**config.mk**
```make
export PLATFORM = sky130hd
export DESIGN_NAME = tile_filename_parser_core
export DESIGN_NICKNAME = d
export VERILOG_FILES = /design/src/sv/tfp_pkg.sv /design/src/sv/tfp_front.sv /design/src/sv/tfp_back.sv /design/src/sv/tfp_out_queue.sv /design/src/sv/tile_filename_parser_core.sv
export SDC_FILE = /design/constraint.sdc
export NUM_CORES = 1
export LEC_CHECK = 0
export BUFFER_PORTS_ARGS = -buffer_cell sky130_fd_sc_hd__clkbuf_2
export CORE_ASPECT_RATIO = 0.5
export CORE_MARGIN = 1.5
export CORE_UTILIZATION = 30
export DETAILED_ROUTE_END_ITERATION = 8
export SLEW_MARGIN = 20
export SYNTH_ARGS = -nofsm -noshare
export SYNTH_HDL_FRONTEND = slang
export SYNTH_HIERARCHICAL = 1
export SYNTH_SLANG_ARGS = --single-unit
```
**constraint.sdc**
```tcl
create_clock -name clk -period 8.5 [get_ports clk]
set_input_delay 1.275 -clock clk [delete_from_list [all_inputs] [get_ports clk]]
set_output_delay 1.275 -clock clk [all_outputs]
set_load 0.03 [all_outputs]
```
**src/sv/tfp_pkg.sv**
```systemverilog
`timescale 1ns / 1ps
// ----------------------------------------------------------------------------
// tfp_pkg: shared types and constants of the tile file name parser
// Character classes, result word, register indexes, extension table and
// queue sizes used by the front, back and result queue.
// ----------------------------------------------------------------------------
package tfp_pkg;

	// magnitude range of easting and northing: signed COORD_BITS values
	localparam int COORD_BITS = 32;
	localparam int ACC_W      = COORD_BITS;
	localparam int PROD_W     = ACC_W + 4;

	// fixed field widths
	localparam int CHAR_W  = 8;
	localparam int LOD_W   = 8;
	localparam int COORD_W = 32;
	localparam int MIN_W   = 4;
	localparam int DCNT_W  = 5;
	localparam int CFG_IDX_W = 2;

	// register indexes of the configuration port
	localparam logic [CFG_IDX_W-1:0] REG_LOD_MIN   = 2'd0;
	localparam logic [CFG_IDX_W-1:0] REG_COORD_MIN = 2'd1;

	localparam logic [MIN_W-1:0] LOD_MIN_RESET   = 4'd1;
	localparam logic [MIN_W-1:0] COORD_MIN_RESET = 4'd7;

	localparam logic [CHAR_W-1:0] CH_MINUS = 8'h2d;
	localparam logic [CHAR_W-1:0] CH_DOT   = 8'h2e;
	localparam logic [CHAR_W-1:0] CH_0     = 8'h30;
	localparam logic [CHAR_W-1:0] CH_9     = 8'h39;
	localparam logic [CHAR_W-1:0] CH_NUL   = 8'h00;

	localparam logic [LOD_W-1:0] LOD_MAX = 8'd255;

	// extension candidates: meta, bin, jpg
	localparam int EXT_NUM   = 3;
	localparam int EXT_POS_W = 3;
	localparam logic [CHAR_W-1:0] EXT_TEXT [EXT_NUM][4] = '{
		'{8'h6d, 8'h65, 8'h74, 8'h61},
		'{8'h62, 8'h69, 8'h6e, 8'h00},
		'{8'h6a, 8'h70, 8'h67, 8'h00}
	};
	localparam logic [EXT_POS_W-1:0] EXT_LEN [EXT_NUM] = '{3'd4, 3'd3, 3'd3};

	typedef enum logic [1:0] {
		KIND_META = 2'd0,
		KIND_BIN  = 2'd1,
		KIND_JPG  = 2'd2
	} kind_t;

	// parse phase, one-hot
	typedef enum logic [3:0] {
		PH_LOD   = 4'b0001,
		PH_EAST  = 4'b0010,
		PH_NORTH = 4'b0100,
		PH_EXT   = 4'b1000
	} phase_t;

	// queue between front and back
	localparam int MQ_AW    = 2;
	localparam int MQ_DEPTH = 1 << MQ_AW;
	localparam int MQ_CW    = $clog2(MQ_DEPTH + 1);

	// result queue
	localparam int OQ_AW    = 1;
	localparam int OQ_DEPTH = 1 << OQ_AW;
	localparam int OQ_CW    = $clog2(OQ_DEPTH + 1);

	typedef struct packed {
		logic [CHAR_W-1:0] code;
		logic              is_digit;
		logic [3:0]        digit;
		logic              is_minus;
		logic              is_dot;
		logic              is_zero;
		logic              last;
	} class_t;

	typedef struct packed {
		logic               valid;
		logic [LOD_W-1:0]   lod;
		logic [COORD_W-1:0] east;
		logic [COORD_W-1:0] north;
		logic [1:0]         kind;
	} result_t;

	typedef struct packed {
		logic                 write;
		logic [CFG_IDX_W-1:0] index;
		logic [MIN_W-1:0]     data;
	} cfg_wr_t;

endpackage

```
**src/sv/tfp_front.sv**
```systemverilog
`timescale 1ns / 1ps
// ----------------------------------------------------------------------------
// tfp_front: character intake
// Classify each accepted character and hold the classified words in a
// short queue until the back takes them.
// ----------------------------------------------------------------------------
module tfp_front (
	input  logic                         clk,
	input  logic                         arst_n,
	input  logic                         push,
	output logic                         full,
	input  logic [tfp_pkg::CHAR_W-1:0]   character,
	input  logic                         last_char,
	output tfp_pkg::class_t              word,
	output logic                         avail,
	input  logic                         take
);

	tfp_pkg::class_t                  mem_q [tfp_pkg::MQ_DEPTH];
	logic [tfp_pkg::MQ_AW-1:0]        wr_ptr_q;
	logic [tfp_pkg::MQ_AW-1:0]        rd_ptr_q;
	logic [tfp_pkg::MQ_CW-1:0]        count_q;
	tfp_pkg::class_t                  cls;
	logic                             do_push;
	logic                             do_pop;

	always_comb begin
		cls.code     = character;
		cls.is_digit = character inside {[tfp_pkg::CH_0:tfp_pkg::CH_9]};
		cls.digit    = character[3:0];
		cls.is_minus = (character == tfp_pkg::CH_MINUS);
		cls.is_dot   = (character == tfp_pkg::CH_DOT);
		cls.is_zero  = (character == tfp_pkg::CH_NUL);
		cls.last     = last_char;
	end

	assign full    = (count_q == tfp_pkg::MQ_CW'(tfp_pkg::MQ_DEPTH));
	assign avail   = (count_q != '0);
	assign do_push = push && !full;
	assign do_pop  = take && avail;
	assign word    = mem_q[rd_ptr_q];

	always_ff @(posedge clk) begin
		if (do_push) begin
			mem_q[wr_ptr_q] <= cls;
		end
	end

	always_ff @(posedge clk or negedge arst_n) begin
		if (!arst_n) begin
			wr_ptr_q <= '0;
			rd_ptr_q <= '0;
			count_q  <= '0;
		end else begin
			if (do_push) begin
				wr_ptr_q <= tfp_pkg::MQ_AW'(wr_ptr_q + 1'b1);
			end
			if (do_pop) begin
				rd_ptr_q <= tfp_pkg::MQ_AW'(rd_ptr_q + 1'b1);
			end
			case ({do_push, do_pop})
				2'b10:   count_q <= tfp_pkg::MQ_CW'(count_q + 1'b1);
				2'b01:   count_q <= tfp_pkg::MQ_CW'(count_q - 1'b1);
				default: count_q <= count_q;
			endcase
		end
	end

endmodule

```
**src/sv/tfp_back.sv**
```systemverilog
`timescale 1ns / 1ps
// ----------------------------------------------------------------------------
// tfp_back: parse engine
// Advance the number and extension state by one classified character per
// cycle; a name end waits for room in the result queue and emits one result.
// ----------------------------------------------------------------------------
module tfp_back (
	input  logic                clk,
	input  logic                arst_n,
	input  tfp_pkg::cfg_wr_t    cfg,
	input  tfp_pkg::class_t     word,
	input  logic                avail,
	output logic                take,
	input  logic                res_full,
	output logic                res_put,
	output tfp_pkg::result_t    res
);

	tfp_pkg::phase_t                  phase_q, phase_d;
	logic [tfp_pkg::DCNT_W-1:0]       digit_count_q, digit_count_d;
	logic                             lead_zero_q, lead_zero_d;
	logic                             minus_q, minus_d;
	logic [tfp_pkg::ACC_W-1:0]        acc_q, acc_d;
	logic [tfp_pkg::LOD_W-1:0]        lod_q, lod_d;
	logic [tfp_pkg::COORD_W-1:0]      east_q, east_d;
	logic [tfp_pkg::COORD_W-1:0]      north_q, north_d;
	logic [tfp_pkg::EXT_NUM-1:0]      ext_open_q, ext_open_d;
	logic [tfp_pkg::EXT_POS_W-1:0]    ext_pos_q, ext_pos_d;
	logic                             failed_q, failed_d;
	logic                             ended_q, ended_d;
	logic [tfp_pkg::MIN_W-1:0]        lod_min_q;
	logic [tfp_pkg::MIN_W-1:0]        coord_min_q;

	logic                             gives;
	logic [tfp_pkg::ACC_W-1:0]        lim;
	logic [tfp_pkg::PROD_W-1:0]       prod;
	logic                             ovf;
	logic [tfp_pkg::MIN_W-1:0]        minw_base;
	logic [tfp_pkg::DCNT_W-1:0]       minw;
	logic                             term_ok;
	logic signed [tfp_pkg::ACC_W:0]   mag;
	logic signed [tfp_pkg::ACC_W:0]   sval;
	logic                             found;
	logic [1:0]                       kind;

	// a word that ends a name needs room in the result queue
	assign gives = !ended_q && (word.is_zero || word.last);
	assign take  = avail && (!gives || !res_full);

	always_comb begin
		if (phase_q == tfp_pkg::PH_LOD) begin
			lim = minus_q ? '0 : tfp_pkg::ACC_W'(tfp_pkg::LOD_MAX);
		end else if (minus_q) begin
			lim = tfp_pkg::ACC_W'(1) << (tfp_pkg::COORD_BITS - 1);
		end else begin
			lim = (tfp_pkg::ACC_W'(1) << (tfp_pkg::COORD_BITS - 1)) - 1'b1;
		end
		// times ten as shift and add
		prod = tfp_pkg::PROD_W'({acc_q, 3'b000}) + tfp_pkg::PROD_W'({acc_q, 1'b0})
			+ tfp_pkg::PROD_W'(word.digit);
		ovf = prod > tfp_pkg::PROD_W'(lim);

		minw_base = (phase_q == tfp_pkg::PH_LOD) ? lod_min_q : coord_min_q;
		if (minus_q) begin
			minw = (minw_base > 4'd1) ? tfp_pkg::DCNT_W'(minw_base - 4'd1)
				: tfp_pkg::DCNT_W'(1);
		end else begin
			minw = tfp_pkg::DCNT_W'(minw_base);
		end
		term_ok = (phase_q == tfp_pkg::PH_NORTH) ? word.is_dot : word.is_minus;
		mag  = {1'b0, acc_q};
		sval = minus_q ? -mag : mag;
	end

	always_comb begin
		phase_d       = phase_q;
		digit_count_d = digit_count_q;
		lead_zero_d   = lead_zero_q;
		minus_d       = minus_q;
		acc_d         = acc_q;
		lod_d         = lod_q;
		east_d        = east_q;
		north_d       = north_q;
		ext_open_d    = ext_open_q;
		ext_pos_d     = ext_pos_q;
		failed_d      = failed_q;
		ended_d       = ended_q;
		res_put       = 1'b0;
		res           = '0;
		found         = 1'b0;
		kind          = tfp_pkg::KIND_META;

		if (take) begin
			if (ended_q) begin
				// drop bytes until the last one, then clear
				if (word.last) begin
					ended_d = 1'b0;
				end
			end else begin
				if (!word.is_zero) begin
					if (phase_q != tfp_pkg::PH_EXT) begin
						if (word.is_minus && digit_count_q == '0 && !minus_q) begin
							minus_d = 1'b1;
						end else if (word.is_digit) begin
							if (digit_count_q == '0 && word.digit == 4'd0) begin
								lead_zero_d = 1'b1;
							end
							if (ovf) begin
								failed_d = 1'b1;
							end else begin
								acc_d = prod[tfp_pkg::ACC_W-1:0];
							end
							if (digit_count_q != '1) begin
								digit_count_d = tfp_pkg::DCNT_W'(digit_count_q + 1'b1);
							end
						end else begin
							// number ends here
							if (digit_count_q < minw) failed_d = 1'b1;
							if (lead_zero_q && digit_count_q > minw) failed_d = 1'b1;
							if (minus_q && acc_q == '0) failed_d = 1'b1;
							if (!term_ok) failed_d = 1'b1;
							case (phase_q)
								tfp_pkg::PH_LOD: begin
									lod_d   = acc_q[tfp_pkg::LOD_W-1:0];
									phase_d = tfp_pkg::PH_EAST;
								end
								tfp_pkg::PH_EAST: begin
									east_d  = tfp_pkg::COORD_W'(sval);
									phase_d = tfp_pkg::PH_NORTH;
								end
								default: begin
									north_d = tfp_pkg::COORD_W'(sval);
									phase_d = tfp_pkg::PH_EXT;
								end
							endcase
							digit_count_d = '0;
							lead_zero_d   = 1'b0;
							minus_d       = 1'b0;
							acc_d         = '0;
						end
					end else begin
						for (int k = 0; k < tfp_pkg::EXT_NUM; k++) begin
							if (ext_open_q[k] && (ext_pos_q >= tfp_pkg::EXT_LEN[k]
								|| tfp_pkg::EXT_TEXT[k][ext_pos_q[1:0]] != word.code)) begin
								ext_open_d[k] = 1'b0;
							end
						end
						if (ext_pos_q != '1) begin
							ext_pos_d = tfp_pkg::EXT_POS_W'(ext_pos_q + 1'b1);
						end
					end
				end

				if (word.is_zero || word.last) begin
					if (phase_d == tfp_pkg::PH_EXT) begin
						for (int k = tfp_pkg::EXT_NUM - 1; k >= 0; k--) begin
							if (ext_open_d[k] && ext_pos_d == tfp_pkg::EXT_LEN[k]) begin
								found = 1'b1;
								kind  = 2'(k);
							end
						end
					end
					res_put = 1'b1;
					if (found && !failed_d) begin
						res.valid = 1'b1;
						res.lod   = lod_d;
						res.east  = east_d;
						res.north = north_d;
						res.kind  = kind;
					end
					phase_d       = tfp_pkg::PH_LOD;
					digit_count_d = '0;
					lead_zero_d   = 1'b0;
					minus_d       = 1'b0;
					acc_d         = '0;
					lod_d         = '0;
					east_d        = '0;
					north_d       = '0;
					ext_open_d    = '1;
					ext_pos_d     = '0;
					failed_d      = 1'b0;
					ended_d       = !word.last;
				end
			end
		end
	end

	always_ff @(posedge clk or negedge arst_n) begin
		if (!arst_n) begin
			phase_q       <= tfp_pkg::PH_LOD;
			digit_count_q <= '0;
			lead_zero_q   <= 1'b0;
			minus_q       <= 1'b0;
			acc_q         <= '0;
			lod_q         <= '0;
			east_q        <= '0;
			north_q       <= '0;
			ext_open_q    <= '1;
			ext_pos_q     <= '0;
			failed_q      <= 1'b0;
			ended_q       <= 1'b0;
			lod_min_q     <= tfp_pkg::LOD_MIN_RESET;
			coord_min_q   <= tfp_pkg::COORD_MIN_RESET;
		end else begin
			phase_q       <= phase_d;
			digit_count_q <= digit_count_d;
			lead_zero_q   <= lead_zero_d;
			minus_q       <= minus_d;
			acc_q         <= acc_d;
			lod_q         <= lod_d;
			east_q        <= east_d;
			north_q       <= north_d;
			ext_open_q    <= ext_open_d;
			ext_pos_q     <= ext_pos_d;
			failed_q      <= failed_d;
			ended_q       <= ended_d;
			if (cfg.write) begin
				case (cfg.index)
					tfp_pkg::REG_LOD_MIN:   lod_min_q   <= cfg.data;
					tfp_pkg::REG_COORD_MIN: coord_min_q <= cfg.data;
					default: ;
				endcase
			end
		end
	end

endmodule

```
**src/sv/tfp_out_queue.sv**
```systemverilog
`timescale 1ns / 1ps
// ----------------------------------------------------------------------------
// tfp_out_queue: result queue
// Hold finished result words until the consumer pops them.
// ----------------------------------------------------------------------------
module tfp_out_queue (
	input  logic               clk,
	input  logic               arst_n,
	input  logic               put,
	input  tfp_pkg::result_t   res_in,
	output logic               full,
	output logic               empty,
	input  logic               pop,
	output tfp_pkg::result_t   res_out
);

	tfp_pkg::result_t            mem_q [tfp_pkg::OQ_DEPTH];
	logic [tfp_pkg::OQ_AW-1:0]   wr_ptr_q;
	logic [tfp_pkg::OQ_AW-1:0]   rd_ptr_q;
	logic [tfp_pkg::OQ_CW-1:0]   count_q;
	logic                        do_put;
	logic                        do_pop;

	assign full    = (count_q == tfp_pkg::OQ_CW'(tfp_pkg::OQ_DEPTH));
	assign empty   = (count_q == '0);
	assign do_put  = put && !full;
	assign do_pop  = pop && !empty;
	assign res_out = mem_q[rd_ptr_q];

	always_ff @(posedge clk) begin
		if (do_put) begin
			mem_q[wr_ptr_q] <= res_in;
		end
	end

	always_ff @(posedge clk or negedge arst_n) begin
		if (!arst_n) begin
			wr_ptr_q <= '0;
			rd_ptr_q <= '0;
			count_q  <= '0;
		end else begin
			if (do_put) begin
				wr_ptr_q <= tfp_pkg::OQ_AW'(wr_ptr_q + 1'b1);
			end
			if (do_pop) begin
				rd_ptr_q <= tfp_pkg::OQ_AW'(rd_ptr_q + 1'b1);
			end
			case ({do_put, do_pop})
				2'b10:   count_q <= tfp_pkg::OQ_CW'(count_q + 1'b1);
				2'b01:   count_q <= tfp_pkg::OQ_CW'(count_q - 1'b1);
				default: count_q <= count_q;
			endcase
		end
	end

endmodule

```
**src/sv/tile_filename_parser_core.sv**
```systemverilog
`timescale 1ns / 1ps
// ----------------------------------------------------------------------------
// tile_filename_parser_core: streaming tile file name parser
// Parse "lod-easting-northing.ext" one character per word and report the
// three numbers and the file kind when the name ends.
// ----------------------------------------------------------------------------
// Push the name one byte per word, first byte first; mark the final byte
// with last_char, or end the name early with a zero byte. The block takes a
// word every cycle while full is low: one character per cycle sustained
// while the result queue has room, set by the parse step in the back end
// (a times-ten shift-add and range compare on the accumulator). The word
// ending the name waits in the character queue; when the back end takes it,
// its result word is written into the result queue and reaches the result
// ports at the head of that queue, where it stays until popped. Each name
// gives exactly one result; bytes after a zero byte are dropped up to and
// including the byte marked last. An invalid name reports name_valid low
// with every other field zero. Write the minimum digit counts only while
// the block is idle; there is no clearing pass after reset.
// ----------------------------------------------------------------------------
module tile_filename_parser_core (
	input  logic                               clk,
	input  logic                               arst_n,
	// character side
	input  logic                               push,
	output logic                               full,
	input  logic [tfp_pkg::CHAR_W-1:0]         character,
	input  logic                               last_char,
	// result side
	output logic                               empty,
	input  logic                               pop,
	output logic                               name_valid,
	output logic [tfp_pkg::LOD_W-1:0]          lod_value,
	output logic signed [tfp_pkg::COORD_W-1:0] easting_value,
	output logic signed [tfp_pkg::COORD_W-1:0] northing_value,
	output logic [1:0]                         file_kind,
	// configuration
	input  logic                               cfg_write,
	input  logic [tfp_pkg::CFG_IDX_W-1:0]      cfg_index,
	input  logic [tfp_pkg::MIN_W-1:0]          cfg_data
);

	tfp_pkg::class_t   word;
	logic              avail;
	logic              take;
	logic              res_full;
	logic              res_put;
	tfp_pkg::result_t  res;
	tfp_pkg::result_t  res_head;
	tfp_pkg::cfg_wr_t  cfg;

	assign cfg.write = cfg_write;
	assign cfg.index = cfg_index;
	assign cfg.data  = cfg_data;

	// front: classify and queue characters
	tfp_front u_front (
		.clk       (clk),
		.arst_n    (arst_n),
		.push      (push),
		.full      (full),
		.character (character),
		.last_char (last_char),
		.word      (word),
		.avail     (avail),
		.take      (take)
	);

	// back: parse state, holds off only when a result has no room
	tfp_back u_back (
		.clk      (clk),
		.arst_n   (arst_n),
		.cfg      (cfg),
		.word     (word),
		.avail    (avail),
		.take     (take),
		.res_full (res_full),
		.res_put  (res_put),
		.res      (res)
	);

	// results wait here for the consumer
	tfp_out_queue u_out_queue (
		.clk     (clk),
		.arst_n  (arst_n),
		.put     (res_put),
		.res_in  (res),
		.full    (res_full),
		.empty   (empty),
		.pop     (pop),
		.res_out (res_head)
	);

	assign name_valid     = res_head.valid;
	assign lod_value      = res_head.lod;
	assign easting_value  = res_head.east;
	assign northing_value = res_head.north;
	assign file_kind      = res_head.kind;

endmodule
```
# After elaboration in Yosys (flattened, before gate mapping)
# Memory sizes are Yosys's and may differ from the RTL's.
# Index checks and enable logic that the tools add are counted.
[word_totals]
reg_bits = 142
latchBits = 0
ramBits = 218
rom_bits = 0
input_bits = 20
out_inout_bits = 77
elab_cells = 243
n_memories = 2
[op_classes]
addsub = 14
mul = 0
n_div = 0
order_cmp = 9
eq_ne = 27
shifts = 0
n_mux = 119
bitwise = 2
reduce_logical = 50
[memory_table]
columns = ["name", "words", "width", "read_ports", "rd_clocked_by_memory_dff", "wr", "line_no", "rtl"]
rows = [
  ["u_out_queue.mem_q", 2, 75, 1, 0, 1, "tfp_out_queue.sv:17", "tfp_pkg::result_t mem_q [tfp_pkg::OQ_DEPTH];"],
  ["u_front.mem_q", 4, 17, 1, 0, 1, "tfp_front.sv:19", "tfp_pkg::class_t mem_q [tfp_pkg::MQ_DEPTH];"],
]
[op_table]
columns = ["operator", "n"]
rows = [
  ["$mux W32", 21],
  ["$mux W75", 4],
  ["$mux W8", 13],
  ["$bmux W8 S2", 3],
  ["$mux W1", 44],
  ["$mux W5", 8],
  ["$add A35 B33 Y36", 1],
  ["$add A36 B4 Y36", 1],
  ["$gt A36 B32 Y1", 1],
  ["$mux W3", 11],
  ["$logic_not A32 Y1", 1],
  ["$mux W4", 8],
  ["$neg A32 Y32", 1],
  ["$ne A8 B8 Y1", 3],
  ["$logic_and A1 B1 Y1", 19],
  ["$reduce_and A6 Y1", 3],
  ["$eq A8 B6 Y1 const B", 2],
  ["$ne A3 B3 Y1 const B", 5],
  ["$ge A8 B6 Y1 const B", 1],
  ["$le A8 B6 Y1 const B", 1],
  ["$logic_not A1 Y1", 8],
  ["$logic_not A8 Y1", 1],
  ["$mux W2", 4],
  ["$pmux W4 S2", 1],
  ["36 further kinds", 56],
]

# Logic depth before layout (Yosys ltp)
# Gate-level depths: netlist of the first run.
[logic_depth]
ltp_word = 25
depth_mapped = 25
mapped_depth_nobuf = 22

# Cells and area by module
# Netlist of the first run, hierarchy kept.
[modules_own_cells]
columns = ["module", "n_inst", "cells_per_inst", "area_each_um2", "seq_area_each_um2"]
rows = [
  ["tfp_back", 1, 1260, 10477.5, 3288.2],
  ["tfp_out_queue", 1, 251, 5760.5, 4604.4],
  ["tfp_front", 1, 118, 2422.3, 1736.7],
]

# Least setup slack after synthesis of the first run
# OpenSTA, ideal clock, no wires.
[synth_timing]
path_kind = "flip-flop to flip-flop"
startpoint = "register u_front/rd_ptr_q[0] (netlist name)"
endpoint = "memory u_out_queue/mem_q[0][2] (netlist name) (data pin)"
setup_time_ps = 242
arrival_time_ps = 5905
t_required_ps = 8258
slack_ps = 2353
path_stages_with_launch = 24
path_buffers = 2
synth_period_minus_slack_ps = 6147
path_cell_list = "dfrtp_1 -> buf_6 -> mux4_1 -> fa_1 -> fa_1 -> a21o_1 -> a221o_1 -> a21o_1 -> a21o_1 -> a21oi_1 -> o21bai_1 -> a21oi_1 -> xnor2_1 -> ha_1 -> nand4_1 -> nor2_1 -> a221o_1 -> o41ai_1 -> a211o_1 -> o211ai_1 -> a211oi_1 -> a41oi_2 -> buf_4 -> a2111oi_0"
[synth_lines]
columns = ["item", "line_no", "rtl"]
rows = [
  ["start: declaration", "tfp_front.sv:21", "logic [tfp_pkg::MQ_AW-1:0] rd_ptr_q;"],
  ["start signal: assignment", "tfp_front.sv:59", "rd_ptr_q <= tfp_pkg::MQ_AW'(rd_ptr_q + 1'b1);"],
  ["end: declaration", "tfp_out_queue.sv:17", ""],
]

==> impl_results.md, run 1 <==
* Status: completed
* Top_reg_cell synth: edfxtp_1
* Mean Syn Cell Area at ~11 um^2
* Clock latency on the worst-skew pair at 0.54 ns
* Synth cell types at 76
* Setup-failing EPs final at 0
* Antenna violations before repair at 0
* Comb pwr share at 0.459
* Hold_buf cts at 0
* Layout cells sized above 1 at 0.170
* Final max-slew violation count at 0
* Endpoints failing hold at 0
* RSZ-0062 raised after global routing: false
* Hold Path Class: reg -> reg
* Leakage dissipation at 8.49 nW
* Most common cell after layout, fill and taps aside: edfxtp_1
* Pin count of the biggest net entering global routing at 76
* Area grow syn2layout at 13.5%
* CP bufs+invs at 3
* ANT cells at 0
* Initial Util at 0.304
* Seq pwr share at 0.328
* CP arrival at 7.68 ns
* Aggregate routed wire length at 46,400 um
* Clk slew on worst S/H paths at 0.06 ns
* Yosys reg bits at 344
* Critical Path Source Type: flip-flop
* Num CTS Buffers at 37
* Worst stage delay on the critical path at approximately 0.71 ns
* Switch share at 0.427
* Tot GR Track Use at 0.142
* Final period util at 0.874
* Setup Fix Bufs, Post-CTS at 0
* Clk pwr share at 0.213
* Setup Skew at 0.0232 ns
* Reg2reg setup slack at ~1.1 ns
* Die Span X at 356 um
* Drt first pass iters at 6
* Endpoint type of the worst setup path: flip-flop
* First-pass GRT wire length at a little over 70,000 um
* Rows at 64
* WS Path Type: reg -> reg
* Yosys Warn Count at 6
* Core area at 61,300 um^2
* Worst slew margin at 0.387
* Number of global-route vias before repair at 12,600
* WP data required at 8.75 ns
* IO buf count at 96
* DRT antenna net count at 0
* Fmax at between 0.1 and 0.15 GHz
* Commonest non-fill, non-tap cells in the layout: 202 x edfxtp_1, 195 x nand2_1, 142 x o21ai_0
* Gp weighted congestion at ~0.86
* Net count after synthesis at 1,769
* Sequential fraction of the synthesis area at 0.516
* Internal Dissipation at about 0.0042 W
* Die area at approximately 64,000 um^2
* EDFF count, synth at 202
* VDD IR max at between 0.15 and 0.2 mV
* Top delay family on crit path: compound AO/OA/AOI/OAI gates
* MaxCap Viol Count at 0
* TritonCTS Sinks at 344
* I/O pins at 97
* DR vias/cell at 5.14
* Clk buf depth at 3
* HPWL after DPL at 31,400 um
* Routed length per instance at 18.2 um
* Final core occ at 0.345
* Via count at 13,100
* Sw power at between 0.003 and 0.004 W
* Post-synthesis async set-or-reset flop share at 0.413
* H-tree levels at 2
* Post-layout nets at ~1,800
* Worst Path Max Fanout at 21
* Post-Syn Area at 18,700 um^2
* Critical path's slowest cell: mux4_1
* CTS tree: built
* Die Y at around 180 um
* # DRC at 0
* P per Cell Area at between 300 and 400 nW/um^2
* Gate Count Post-Synth at 1,629
* Global route overflow at 0
* Worst-Margin Slew at 0.912 ns
* DR iter-0 viols at 984
* Root Driver: clkbuf_16
* Post-cts sizing count at 0
* Fin crit period at 7.43 ns
* Setup TNS at 0 ns
-- worst paths after layout --
kind	from	to	cells past startpoint
hold reg to reg	u_back/east_q[15]$_DFFE_PN0P_	u_back/east_q[15]$_DFFE_PN0P_	2
max in group asynchronous	arst_n	u_back/east_q[16]$_DFFE_PN0P_	2
hold / removal	u_back/east_q[15]$_DFFE_PN0P_	u_back/east_q[15]$_DFFE_PN0P_	2
setup reg to reg	u_front/rd_ptr_q[0]$_DFFE_PN0P_	u_out_queue/mem_q[1][65]$_DFFE_PP_	25
setup / recovery	u_front/rd_ptr_q[0]$_DFFE_PN0P_	u_out_queue/mem_q[1][65]$_DFFE_PP_	25
min in group asynchronous	arst_n	u_back/acc_q[23]$_DFFE_PN0P_	1
-- final cells by class --
cell class | instances | area (um^2)
fill | 6178 | 40200
sequential | 344 | 9630
multi-input combinational | 1165 | 8520
clock buffer | 53 | 1050
tap | 825 | 1030
timing repair buffer | 121 | 718
clock inverter | 15 | 123
inverter | 29 | 109
-- power by group through the flow --
stage | combinational, W | clock, W | sequential, W
detailed placement | 0.00333 | 0 | 0.00244
finish | 0.00336 | 0.00156 | 0.00240
global route | 0.00362 | 0.00167 | 0.00244
floorplan | 0.00246 | 0 | 0.00237
global placement | 0.00331 | 0 | 0.00242
CTS | 0.00334 | 0.00160 | 0.00241
-- flip-flops by register name (all words and copies together) (netlist names), 2 cells and up --
register and count:
u_front/mem_q 52, u_front/wr_ptr_q 2, u_back/digit_count_q 5, u_back/lod_min_q 4
u_back/east_q 32, u_back/lod_q 8, u_back/phase_q 4, u_back/ext_open_q 3
u_back/coord_min_q 4, u_front/rd_ptr_q 2, u_back/ext_pos_q 3, u_out_queue/mem_q 150
u_back/acc_q 32, u_front/count_q 3, u_out_queue/count_q 2, u_back/north_q 32
-- cells by family (layout without fill, tap and decap cells) --
| logic type | Yosys count | after routing | synth area share |
|---|---|---|---|
| flip-flops | 344 | 344 | 0.516 |
| AO/OA/AOI/OAI | 380 | 380 | 0.128 |
| multiplexers | 114 | 114 | 0.0847 |
| buffers and inverters | 120 | 218 | 0.0307 |
| XOR/XNOR | 81 | 81 | 0.0380 |
| adder cells (fa/ha/maj) | 120 | 120 | 0.0817 |
| AND/OR/NAND/NOR | 470 | 470 | 0.121 |
-- worst min-delay path, cell delays in order (launching register included) --
cell     delay [ns]
dfrtp_1        0.34
nand2_1        0.04
o21ai_0        0.06
-- synthesized netlist by cell type, drive strengths merged, types with 31 or more instances --
library cell  instances  area share
edfxtp              202        0.33
nand2               195       0.039
o21ai               145       0.039
dfrtp               134        0.18
ha                  117       0.078
a21oi                88       0.024
mux2                 86       0.060
nor2                 85       0.017
clkbuf               63       0.013
xor2                 50       0.023
nor4                 49       0.016
nor3                 32      0.0086
o2bb2ai              31       0.015
xnor2                31       0.015
-- per-layer routing --
layer  routed length (um)  vias to the layer above  global-route usage
met3                 2040                       50              0.0186
met5                    0                        -                   0
li1                     -                     6228                   -
met4                  709                        0              0.0312
met2                21100                      283               0.228
met1                22500                     6551               0.204
-- stage by stage --
| step | cells | power, W | hold WS [ns] | instance area [um^2] | worst slack, ns |
|---|---|---|---|---|---|
| 2_1_floorplan | 1629 | 0.00483 | 0.438 | 18700 | 2.35 |
| 3_3_place_gp | 2482 | 0.00573 | 0.456 | 20000 | 1.20 |
| 3_5_place_dp | 2482 | 0.00576 | 0.466 | 20000 | 0.954 |
| 4_1_cts | 2550 | 0.00734 | 0.479 | 21100 | 0.909 |
| 5_1_grt | 2552 | 0.00772 | 0.503 | 21200 | 0.499 |
| 6_report | 2552 | 0.00732 | 0.477 | 21200 | 1.07 |
Power figures use the tool's default switching activity.
==> run 2: changes to the inputs <==
--- a/config.mk
+++ b/config.mk
@@ -13,5 +13,4 @@
 export SLEW_MARGIN = 20
 export SYNTH_ARGS = -nofsm -noshare
 export SYNTH_HDL_FRONTEND = slang
-export SYNTH_HIERARCHICAL = 1
 export SYNTH_SLANG_ARGS = --single-unit
==> run 2 against run 1 <==
  * Combinational power is 4% lower
  * Critical path depth is 4 lower
  * Clock skew is 0.0083 ns higher
  * Clock-buffer cell count is 5 lower
  * Synthesized cell count is 5.0% lower
  * First-iteration DRC count is 7.7% higher
  * Via count is 2.3% lower
  * Register-to-register slack better by 0.52 ns
  * Sequential share of layout area is 0.28 points higher
  * Sequential cell count stayed put
  * Non-clock buffer count is 7 lower
  * Worst setup slack better by 0.52 ns
  * Critical endpoint is now u_back.acc_q[10]$_DFFE_PN0P_
==> impl_results.md, run 2 <==
* Setup-failing EPs final at 0 (unchanged)
* Largest register by flop count: u_out_queue.mem_q
* WHS at 0.456 ns (-0.0207 ns)
* Drt first pass iters at 5 (-1)
* Via count at 12,800 (-2.3%)
* Die Y at 179 um (-0.21%)
* Post-layout nets at 1,757 (-4.4%)
* EDFF count, synth at 202 (unchanged)
* Critical path, cell by cell: buf_4, mux4_2, fa_1, ha_1, a21oi_1, a32oi_1, a32oi_1, nor3_1, nor3_1, o21bai_1, xnor2_1, ha_1, nand4_1, nor3_1, nand4_1, mux2i_1, a31oi_1, or3b_2, nor4_4, buf_4, a22o_1
* Top delay family on crit path: simple AND/OR/NAND/NOR gates
* Hold Path Class: reg -> reg
* Setup Skew at 0.0315 ns (+0.00828 ns)
* Aggregate routed wire length at 45,600 um (-1.7%)
* WP data required at 8.97 ns (+0.22 ns)
* Setup Fix Bufs, Post-CTS at 0 (unchanged)
* Core area at 61,200 um^2 (-0.26%)
* Antenna violations before repair at 0 (unchanged)
* First-pass GRT wire length at 71,300 um (-0.72%)
* Clock latency on the worst-skew pair at 0.56 ns (+0.02 ns)
* Gate Count Post-Synth at 1,548 (-5.0%)
* Die Span X at 355 um (-0.21%)
* Final max-slew violation count at 0 (unchanged)
* ANT cells at 0 (unchanged)
* Clk pwr share at 0.214 (about the same)
* Initial Util at 0.304 (-0.000513)
* Sequential fraction of the synthesis area at 0.518 (+0.00222)
* DR vias/cell at 5.18 (+0.91%)
* Clk slew on worst S/H paths at 0.06 ns (about the same)
* Share of the synthesized area in the top cell type at 0.326 (+0.00140)
* CTS tree: built
* WS Path Type: reg -> reg
* Global route overflow at 0 (unchanged)
* Routed length per instance at 18.5 um (+1.6%)
* Most numerous cell in the Yosys netlist: edfxtp_1
* Post-Syn Area at 18,600 um^2 (-0.43%)
* Cell Count, Final, Fillers Out at 2,470 (-3.2%)
* DRT antenna net count at 0 (unchanged)
* Internal Dissipation at 0.00415 W (-0.98%)
* Largest area contributor in the netlist: edfxtp_1
* Rows at 64 (unchanged)
* Post-synth top cells: 202 x edfxtp_1, 140 x nand2_1, 134 x dfrtp_1
* Num CTS Buffers at 37 (unchanged)
* HPWL after DPL at 31,300 um (-0.35%)
* Net count after synthesis at 1,689 (-4.5%)
* I/O pins at 97 (unchanged)
* DP Area at 19,900 um^2 (-0.41%)
* Hold_buf cts at 0 (unchanged)
* # DRC at 0 (unchanged)
* Switch share at 0.431 (+0.00400)
* TritonCTS Sinks at 344 (unchanged)
* Most common cell after layout, fill and taps aside: edfxtp_1
* Yosys reg bits at 344 (unchanged)
* Worst stage delay on the critical path at 0.64 ns (-0.07 ns)
* Gp weighted congestion at 0.936 (+8.5%)
* CP arrival at 7.38 ns (-0.30 ns)
* Tot GR Track Use at 0.141 (-0.000740)
* DR iter-0 viols at 1,060 (+7.7%)
* Synth cell types at 82 (+7.9%)
* Post-synthesis async set-or-reset flop share at 0.413 (unchanged)
* P per Cell Area at 347 nW/um^2 (+0.33%)
* Max reg flops at 150 (unchanged)
* Top_reg_cell synth: edfxtp_1
* Layout cells sized above 1 at 0.212 (+0.0419)
* Root Driver: clkbuf_16
* RSZ-0062 raised after global routing: false
* Leakage dissipation at 8.35 nW (-1.7%)
* Cell area after layout at 21,100 um^2 (-0.61%)
* Biggest regs: u_out_queue.mem_q (150), u_front.mem_q (52)
* Worst Path Max Fanout at 19 (-9.5%)
* Endpoints failing hold at 0 (unchanged)
* Dpl cells at 2,402 (-3.2%)
* Fmax at 0.145 GHz (+7.5%)
* Fin crit period at 6.91 ns (-0.516 ns)
* Total chip power at 0.00730 W (-0.28%)
* VDD IR max at 0.221 mV (+47%)
* Pin count of the biggest net entering global routing at 74 (-2.6%)
* Area grow syn2layout at 13.3%
* Critical Path Most Common Cell: nor3_1
* Commonest non-fill, non-tap cells in the layout: 202 x edfxtp_1, 139 x nand2_1, 133 x dfrtp_1
* Seq pwr share at 0.343 (+0.015)
* Die area at 63,500 um^2 (-0.42%)
* H-tree levels at 2 (unchanged)
* Endpoint type of the worst setup path: flip-flop
* Setup TNS at 0 ns (unchanged)
* Worst-Margin Slew at 1.08 ns (+0.172 ns)
* IO buf count at 96 (unchanged)
* Yosys Warn Count at 0 (-6)
* Top cells by area, synth: edfxtp_1 33%, dfrtp_1 18%, ha_1 7.9%
* Number of global-route vias before repair at 12,400 (-1.3%)
* Mean Syn Cell Area at 12.0 um^2 (+4.8%)
* Post-cts sizing count at 0 (unchanged)
* Critical Path Source Type: flip-flop
* Final period util at 0.813 (-0.0607)
* MaxCap Viol Count at 0 (unchanged)
* Fillers at 6,113 (-1.1%)
* Status: completed
* CP bufs+invs at 2 (-1)
* Critical path's slowest cell: nor4_4
* Sw power at 0.00315 W (+0.65%)
* Comb pwr share at 0.443 (-0.016)
* Worst slew margin at 0.276 (-0.112)
* Clk buf depth at 3 (unchanged)
-- run 2: cell count changes in the layout (fill, tap and decap cells not counted), sizes merged, moves of 7 or more --
cell / before / now
nand2: 195 / 140
a21oi: 88 / 58
buf: 26 / 19
nand2b: 12 / 5
inv: 30 / 38
o21ai: 145 / 131
nor3: 32 / 41
nor2: 85 / 92
a22o: 10 / 41
o2bb2ai: 31 / 0
nor4: 49 / 12
a2111oi: 14 / 54
-- run 2: path summary, 6_finish.rpt --
| check | startpoint | endpoint | slack, ns | cells past startpoint |
|---|---|---|---|---|
| max | u_front.rd_ptr_q[0]$_DFFE_PN0P_ | u_back.acc_q[10]$_DFFE_PN0P_ | 1.59 | 21 |
| min | u_back.ext_open_q[2]$_DFFE_PN1P_ | u_back.ext_open_q[2]$_DFFE_PN1P_ | 0.46 | 2 |
| max reg2reg | u_front.rd_ptr_q[0]$_DFFE_PN0P_ | u_back.acc_q[10]$_DFFE_PN0P_ | 1.59 | 21 |
| min reg2reg | u_back.ext_open_q[2]$_DFFE_PN1P_ | u_back.ext_open_q[2]$_DFFE_PN1P_ | 0.46 | 2 |
| max in group asynchronous | arst_n | u_back.acc_q[10]$_DFFE_PN0P_ | 6.32 | 2 |
| min in group asynchronous | arst_n | u_back.east_q[27]$_DFFE_PN0P_ | 0.74 | 1 |
-- run 2: power by group through the flow --
| stage | Combinational [W] | Sequential (W) | Clock (W) |
|---|---|---|---|
| floorplan | 0.00238 | 0.00245 | 0 |
| global placement | 0.00323 | 0.00252 | 0 |
| global route | 0.00353 | 0.00255 | 0.00167 |
| finish | 0.00323 | 0.00250 | 0.00157 |
| detailed placement | 0.00325 | 0.00254 | 0 |
| CTS | 0.00327 | 0.00251 | 0.00161 |
-- run 2: final cells by class --
| class | instances | area, um^2 | area share |
|---|---|---|---|
| clock inverter | 20 | 186 | 0.00885 |
| clock buffer | 48 | 987 | 0.0469 |
| inverter | 35 | 131 | 0.00624 |
| multi-input combinational | 1084 | 8460 | 0.402 |
| timing repair buffer | 114 | 622 | 0.0295 |
| sequential | 344 | 9630 | 0.458 |
| tap | 825 | 1030 | 0.0490 |
-- run 2: per-stage QoR --
step | setup WS (ns) | util
2_1_floorplan | 2.73 | -
4_1_cts | 1.65 | 0.344
5_1_grt | 1.18 | 0.344
6_report | 1.59 | 0.344
3_5_place_dp | 1.68 | 0.325
3_3_place_gp | 1.80 | 0.325
-- run 2: cells by family (layout without fill, tap and decap cells) --
logic type / after synthesis / in the layout / share of synthesized area
xor+xnor: 80 / 80 / 0.0377
compound gates: 384 / 384 / 0.157
flops: 344 / 344 / 0.518
buf+inv: 120 / 217 / 0.0292
fa+ha+maj: 121 / 121 / 0.0827
simple gates: 383 / 383 / 0.0978
mux: 116 / 116 / 0.0769
-- run 2: worst min-delay path, cell delays in order (launching register included) --
cell     delay, ns
dfstp_2       0.36
nand2_1       0.04
nand2_1       0.04
-- run 2: layer usage --
metal	wire length, um	track usage	share of wire	vias up
met3	2010	0.0194	0.044	64
met4	926	0.0376	0.020	0
met5	0	0	0	-
li1	-	-	-	6033
met1	21600	0.198	0.47	6425
met2	21000	0.228	0.46	284
==> run 3: changes to the inputs <==
==> constraint.sdc (replaced) <==
create_clock -name clk -period 6.45 [get_ports clk]
set_input_delay 0.9675 -clock clk [delete_from_list [all_inputs] [get_ports clk]]
set_output_delay 0.9675 -clock clk [all_outputs]
set_load 0.03 [all_outputs]
==> run 3 against run 2 <==
  * Via count shrank 0.12%
  * Critical path depth unchanged
  * Routed wire length down 0.69%
  * Core utilization is 0.29 points higher
  * Clock-buffer cell count decreased by 6
  * Die area unchanged
  * First-iteration DRC count shrank 12%
  * Fmax up 16%
  * Sequential power rose by 30%
  * Global-route usage rose by 0.099 points
  * Sequential share of layout area down 0.38 points
==> impl_results.md, run 3 (synthesis gave the netlist of run 2 again) <==
* DR iter-0 viols at 930 (-12%)
* Fillers at 6,040 (-1.2%)
* R2r startpoint: u_front.rd_ptr_q[0]$_DFFE_PN0P_
* Number of global-route vias before repair at 12,600 (+1.6%)
* Comb pwr share at 0.450 (+0.007)
* Critical path's slowest cell: mux4_2
* Hold Path Class: reg -> reg
* Hold Startpoint: u_back.ext_open_q[2]$_DFFE_PN1P_
* DRT antenna net count at 0 (unchanged)
* Rows at 64 (unchanged)
* Status: completed
* Total chip power at 0.00968 W (+33%)
* Fmax at 0.167 GHz (+16%)
* I/O pins at 97 (unchanged)
* Area grow syn2layout at 14.3%
* Critical path, cell by cell: mux4_2, fa_1, ha_1, a21oi_1, a32oi_1, a32oi_2, nor3_1, nor3_1, o21ai_0, xnor2_1, ha_1, a21oi_1, o21ai_0, nor2_1, o211a_1, a31oi_1, or3b_2, nor3_4, o21ai_2, buf_4, a22o_1
* Sw power at 0.00414 W (+31%)
* DR vias/cell at 5.14 (-0.88%)
* CTS tree: built
* Internal Dissipation at 0.00554 W (+33%)
* Root Driver: clkbuf_16
* Clk buf depth at 3 (unchanged)
* Setup-failing EPs final at 0 (unchanged)
* Reg2reg setup slack at 0.47 ns (-1.12 ns)
* Worst Path Max Fanout at 31 (+12)
* Routed length per instance at 18.2 um (-1.5%)
* Worst hold stages at 2 (unchanged)
* Worst-case hold path end point: u_back.ext_open_q[2]$_DFFE_PN1P_
* Pin count of the biggest net entering global routing at 90 (+22%)
* Endpoint type of the worst setup path: flip-flop
* Layout cells sized above 1 at 0.222 (+0.0103)
* VDD IR max at 0.260 mV (+18%)
* TritonCTS Sinks at 344 (unchanged)
* Leakage dissipation at 8.46 nW (+1.3%)
* HPWL after DPL at 31,600 um (+1.2%)
* Largest register by flop count: u_out_queue.mem_q
* Initial Util at 0.304 (unchanged)
* Die Y at 179 um (unchanged)
* Critical Path Source Type: flip-flop
* Gp weighted congestion at 0.883 (-5.7%)
* Final period util at 0.927 (+0.114)
* Die Span X at 355 um (unchanged)
* Max reg flops at 150 (unchanged)
* Drt first pass iters at 5 (unchanged)
* Setup Skew at 0.0307 ns (-0.000807 ns)
* Most common cell after layout, fill and taps aside: edfxtp_1
* Clock latency on the worst-skew pair at 0.55 ns (about the same)
* Reg2reg end: u_back.acc_q[25]$_DFFE_PN0P_
* Commonest non-fill, non-tap cells in the layout: 202 x edfxtp_1, 140 x nand2_1, 132 x dfrtp_1
* Global route overflow at 0 (unchanged)
* Reg2reg path depth at 21 (unchanged)
* Antenna violations before repair at 0 (unchanged)
* Worst stage delay on the critical path at 0.55 ns (-0.09 ns)
* Tot GR Track Use at 0.142 (+0.000988)
* Aggregate routed wire length at 45,300 um (-0.69%)
* Fin crit period at 5.98 ns (-0.934 ns)
* Via count at 12,800 (-0.12%)
* First-pass GRT wire length at 72,000 um (+0.97%)
* Endpoints failing hold at 0 (unchanged)
* Final core occ at 0.347 (+0.00292)
* Top delay family on crit path: compound AO/OA/AOI/OAI gates
* Biggest regs: u_out_queue.mem_q (150), u_front.mem_q (52)
* WP data required at 6.86 ns (-2.11 ns)
* Post-layout nets at 1,775 (+1.0%)
* Seq pwr share at 0.336 (-0.007)
* Core area at 61,200 um^2 (unchanged)
* Clk pwr share at 0.214 (about the same)
* Switch share at 0.427 (-0.00403)
* Worst-Margin Slew at 1.14 ns (+0.0582 ns)
* WHS at 0.463 ns (+0.00684 ns)
* H-tree levels at 2 (unchanged)
* Die area at 63,500 um^2 (unchanged)
* CP arrival at 6.39 ns (-0.99 ns)
* Final max-slew violation count at 0 (unchanged)
* # DRC at 0 (unchanged)
* IO buf count at 96 (unchanged)
* Worst slew margin at 0.233 (-0.0428)
* CP bufs+invs at 1 (-1)
* MaxCap Viol Count at 0 (unchanged)
* P per Cell Area at 456 nW/um^2 (+31%)
* Clk slew on worst S/H paths at 0.06 ns (about the same)
* WS Path Type: reg -> reg
* Num CTS Buffers at 37 (unchanged)
-- run 3: changes by cell type in the layout (fill, tap and decap cells not counted), moves of 2 or more --
| cell | delta |
|---|---|
| buf_12 | +2 |
| clkinv_2 | -2 |
| clkbuf_1 | -5 |
| buf_4 | +16 |
| clkinv_1 | +5 |
| clkinvlp_4 | +4 |
-- run 3: routing by layer --
| layer | global-route usage | part of all wire | up-vias |
|---|---|---|---|
| li1 | - | - | 6066 |
| met1 | 0.202 | 0.48 | 6395 |
| met2 | 0.226 | 0.46 | 275 |
| met3 | 0.0221 | 0.046 | 55 |
| met4 | 0.0347 | 0.020 | 0 |
| met5 | 0 | 0 | - |
-- run 3: layout make-up --
cell class,count,area (um^2),area share
tap,825,1030,0.0486
inverter,35,131,0.00619
multi-input combinational,1084,8480,0.400
clock buffer,42,955,0.0450
timing repair buffer,132,782,0.0368
antenna,1,2.50,0.000118
clock inverter,26,211,0.00996
sequential,344,9630,0.454
-- run 3: worst max-delay path by stage --
stage                               startpoint                      endpoint  cells past startpoint
6_report       u_front.rd_ptr_q[0]$_DFFE_PN0P_  u_back.acc_q[25]$_DFFE_PN0P_                     21
5_1_grt        u_front.rd_ptr_q[0]$_DFFE_PN0P_  u_back.acc_q[25]$_DFFE_PN0P_                     21
4_1_cts        u_front.rd_ptr_q[0]$_DFFE_PN0P_  u_back.acc_q[12]$_DFFE_PN0P_                     22
3_5_place_dp   u_front.rd_ptr_q[0]$_DFFE_PN0P_   u_back.acc_q[8]$_DFFE_PN0P_                     21
3_3_place_gp   u_front.rd_ptr_q[0]$_DFFE_PN0P_  u_back.acc_q[30]$_DFFE_PN0P_                     22
2_1_floorplan  u_front.rd_ptr_q[0]$_DFFE_PN0P_   u_back.acc_q[7]$_DFFE_PN0P_                     24
-- run 3: power groups by stage --
| stage | Combinational, W | Clock (W) | Sequential [W] |
|---|---|---|---|
| final | 0.00436 | 0.00207 | 0.00325 |
| after global routing | 0.00477 | 0.00220 | 0.00331 |
| after CTS | 0.00442 | 0.00211 | 0.00325 |
| after detailed placement | 0.00440 | 0 | 0.00329 |
| after global placement | 0.00437 | 0 | 0.00327 |
| after floorplan | 0.00314 | 0 | 0.00323 |
-- run 3: timing repair --
action / 4_1_cts / 5_1_grt
buffers inserted: 0 / 1
hold buffers: 0 / 0
gates resized for setup: 0 / 6
setup endpoints to repair: 0 / 33
-- run 3: metrics by stage --
| step | area, um^2 | TNS, ns | std cells | setup slack [ns] |
|---|---|---|---|---|
| 2_1_floorplan | 18600 | 0 | 1548 | 0.683 |
| 3_3_place_gp | 20000 | 0 | 2419 | 0.319 |
| 3_5_place_dp | 20000 | 0 | 2419 | 0.157 |
| 4_1_cts | 21200 | 0 | 2487 | 0.131 |
| 5_1_grt | 21200 | -0.00870 | 2488 | -0.00870 |
| 6_report | 21200 | 0 | 2489 | 0.473 |
-- run 3: worst register-to-register path: stages, from the launching register on --
cell and delay, ns:
dfrtp_2 0.42, mux4_2 0.55, fa_1 0.44, ha_1 0.36, a21oi_1 0.23, a32oi_1 0.20, a32oi_2 0.44, nor3_1 0.14
nor3_1 0.41, o21ai_0 0.20, xnor2_1 0.29, ha_1 0.31, a21oi_1 0.13, o21ai_0 0.14, nor2_1 0.11, o211a_1 0.14
a31oi_1 0.06, or3b_2 0.53, nor3_4 0.19, o21ai_2 0.08, buf_4 0.24, a22o_1 0.25
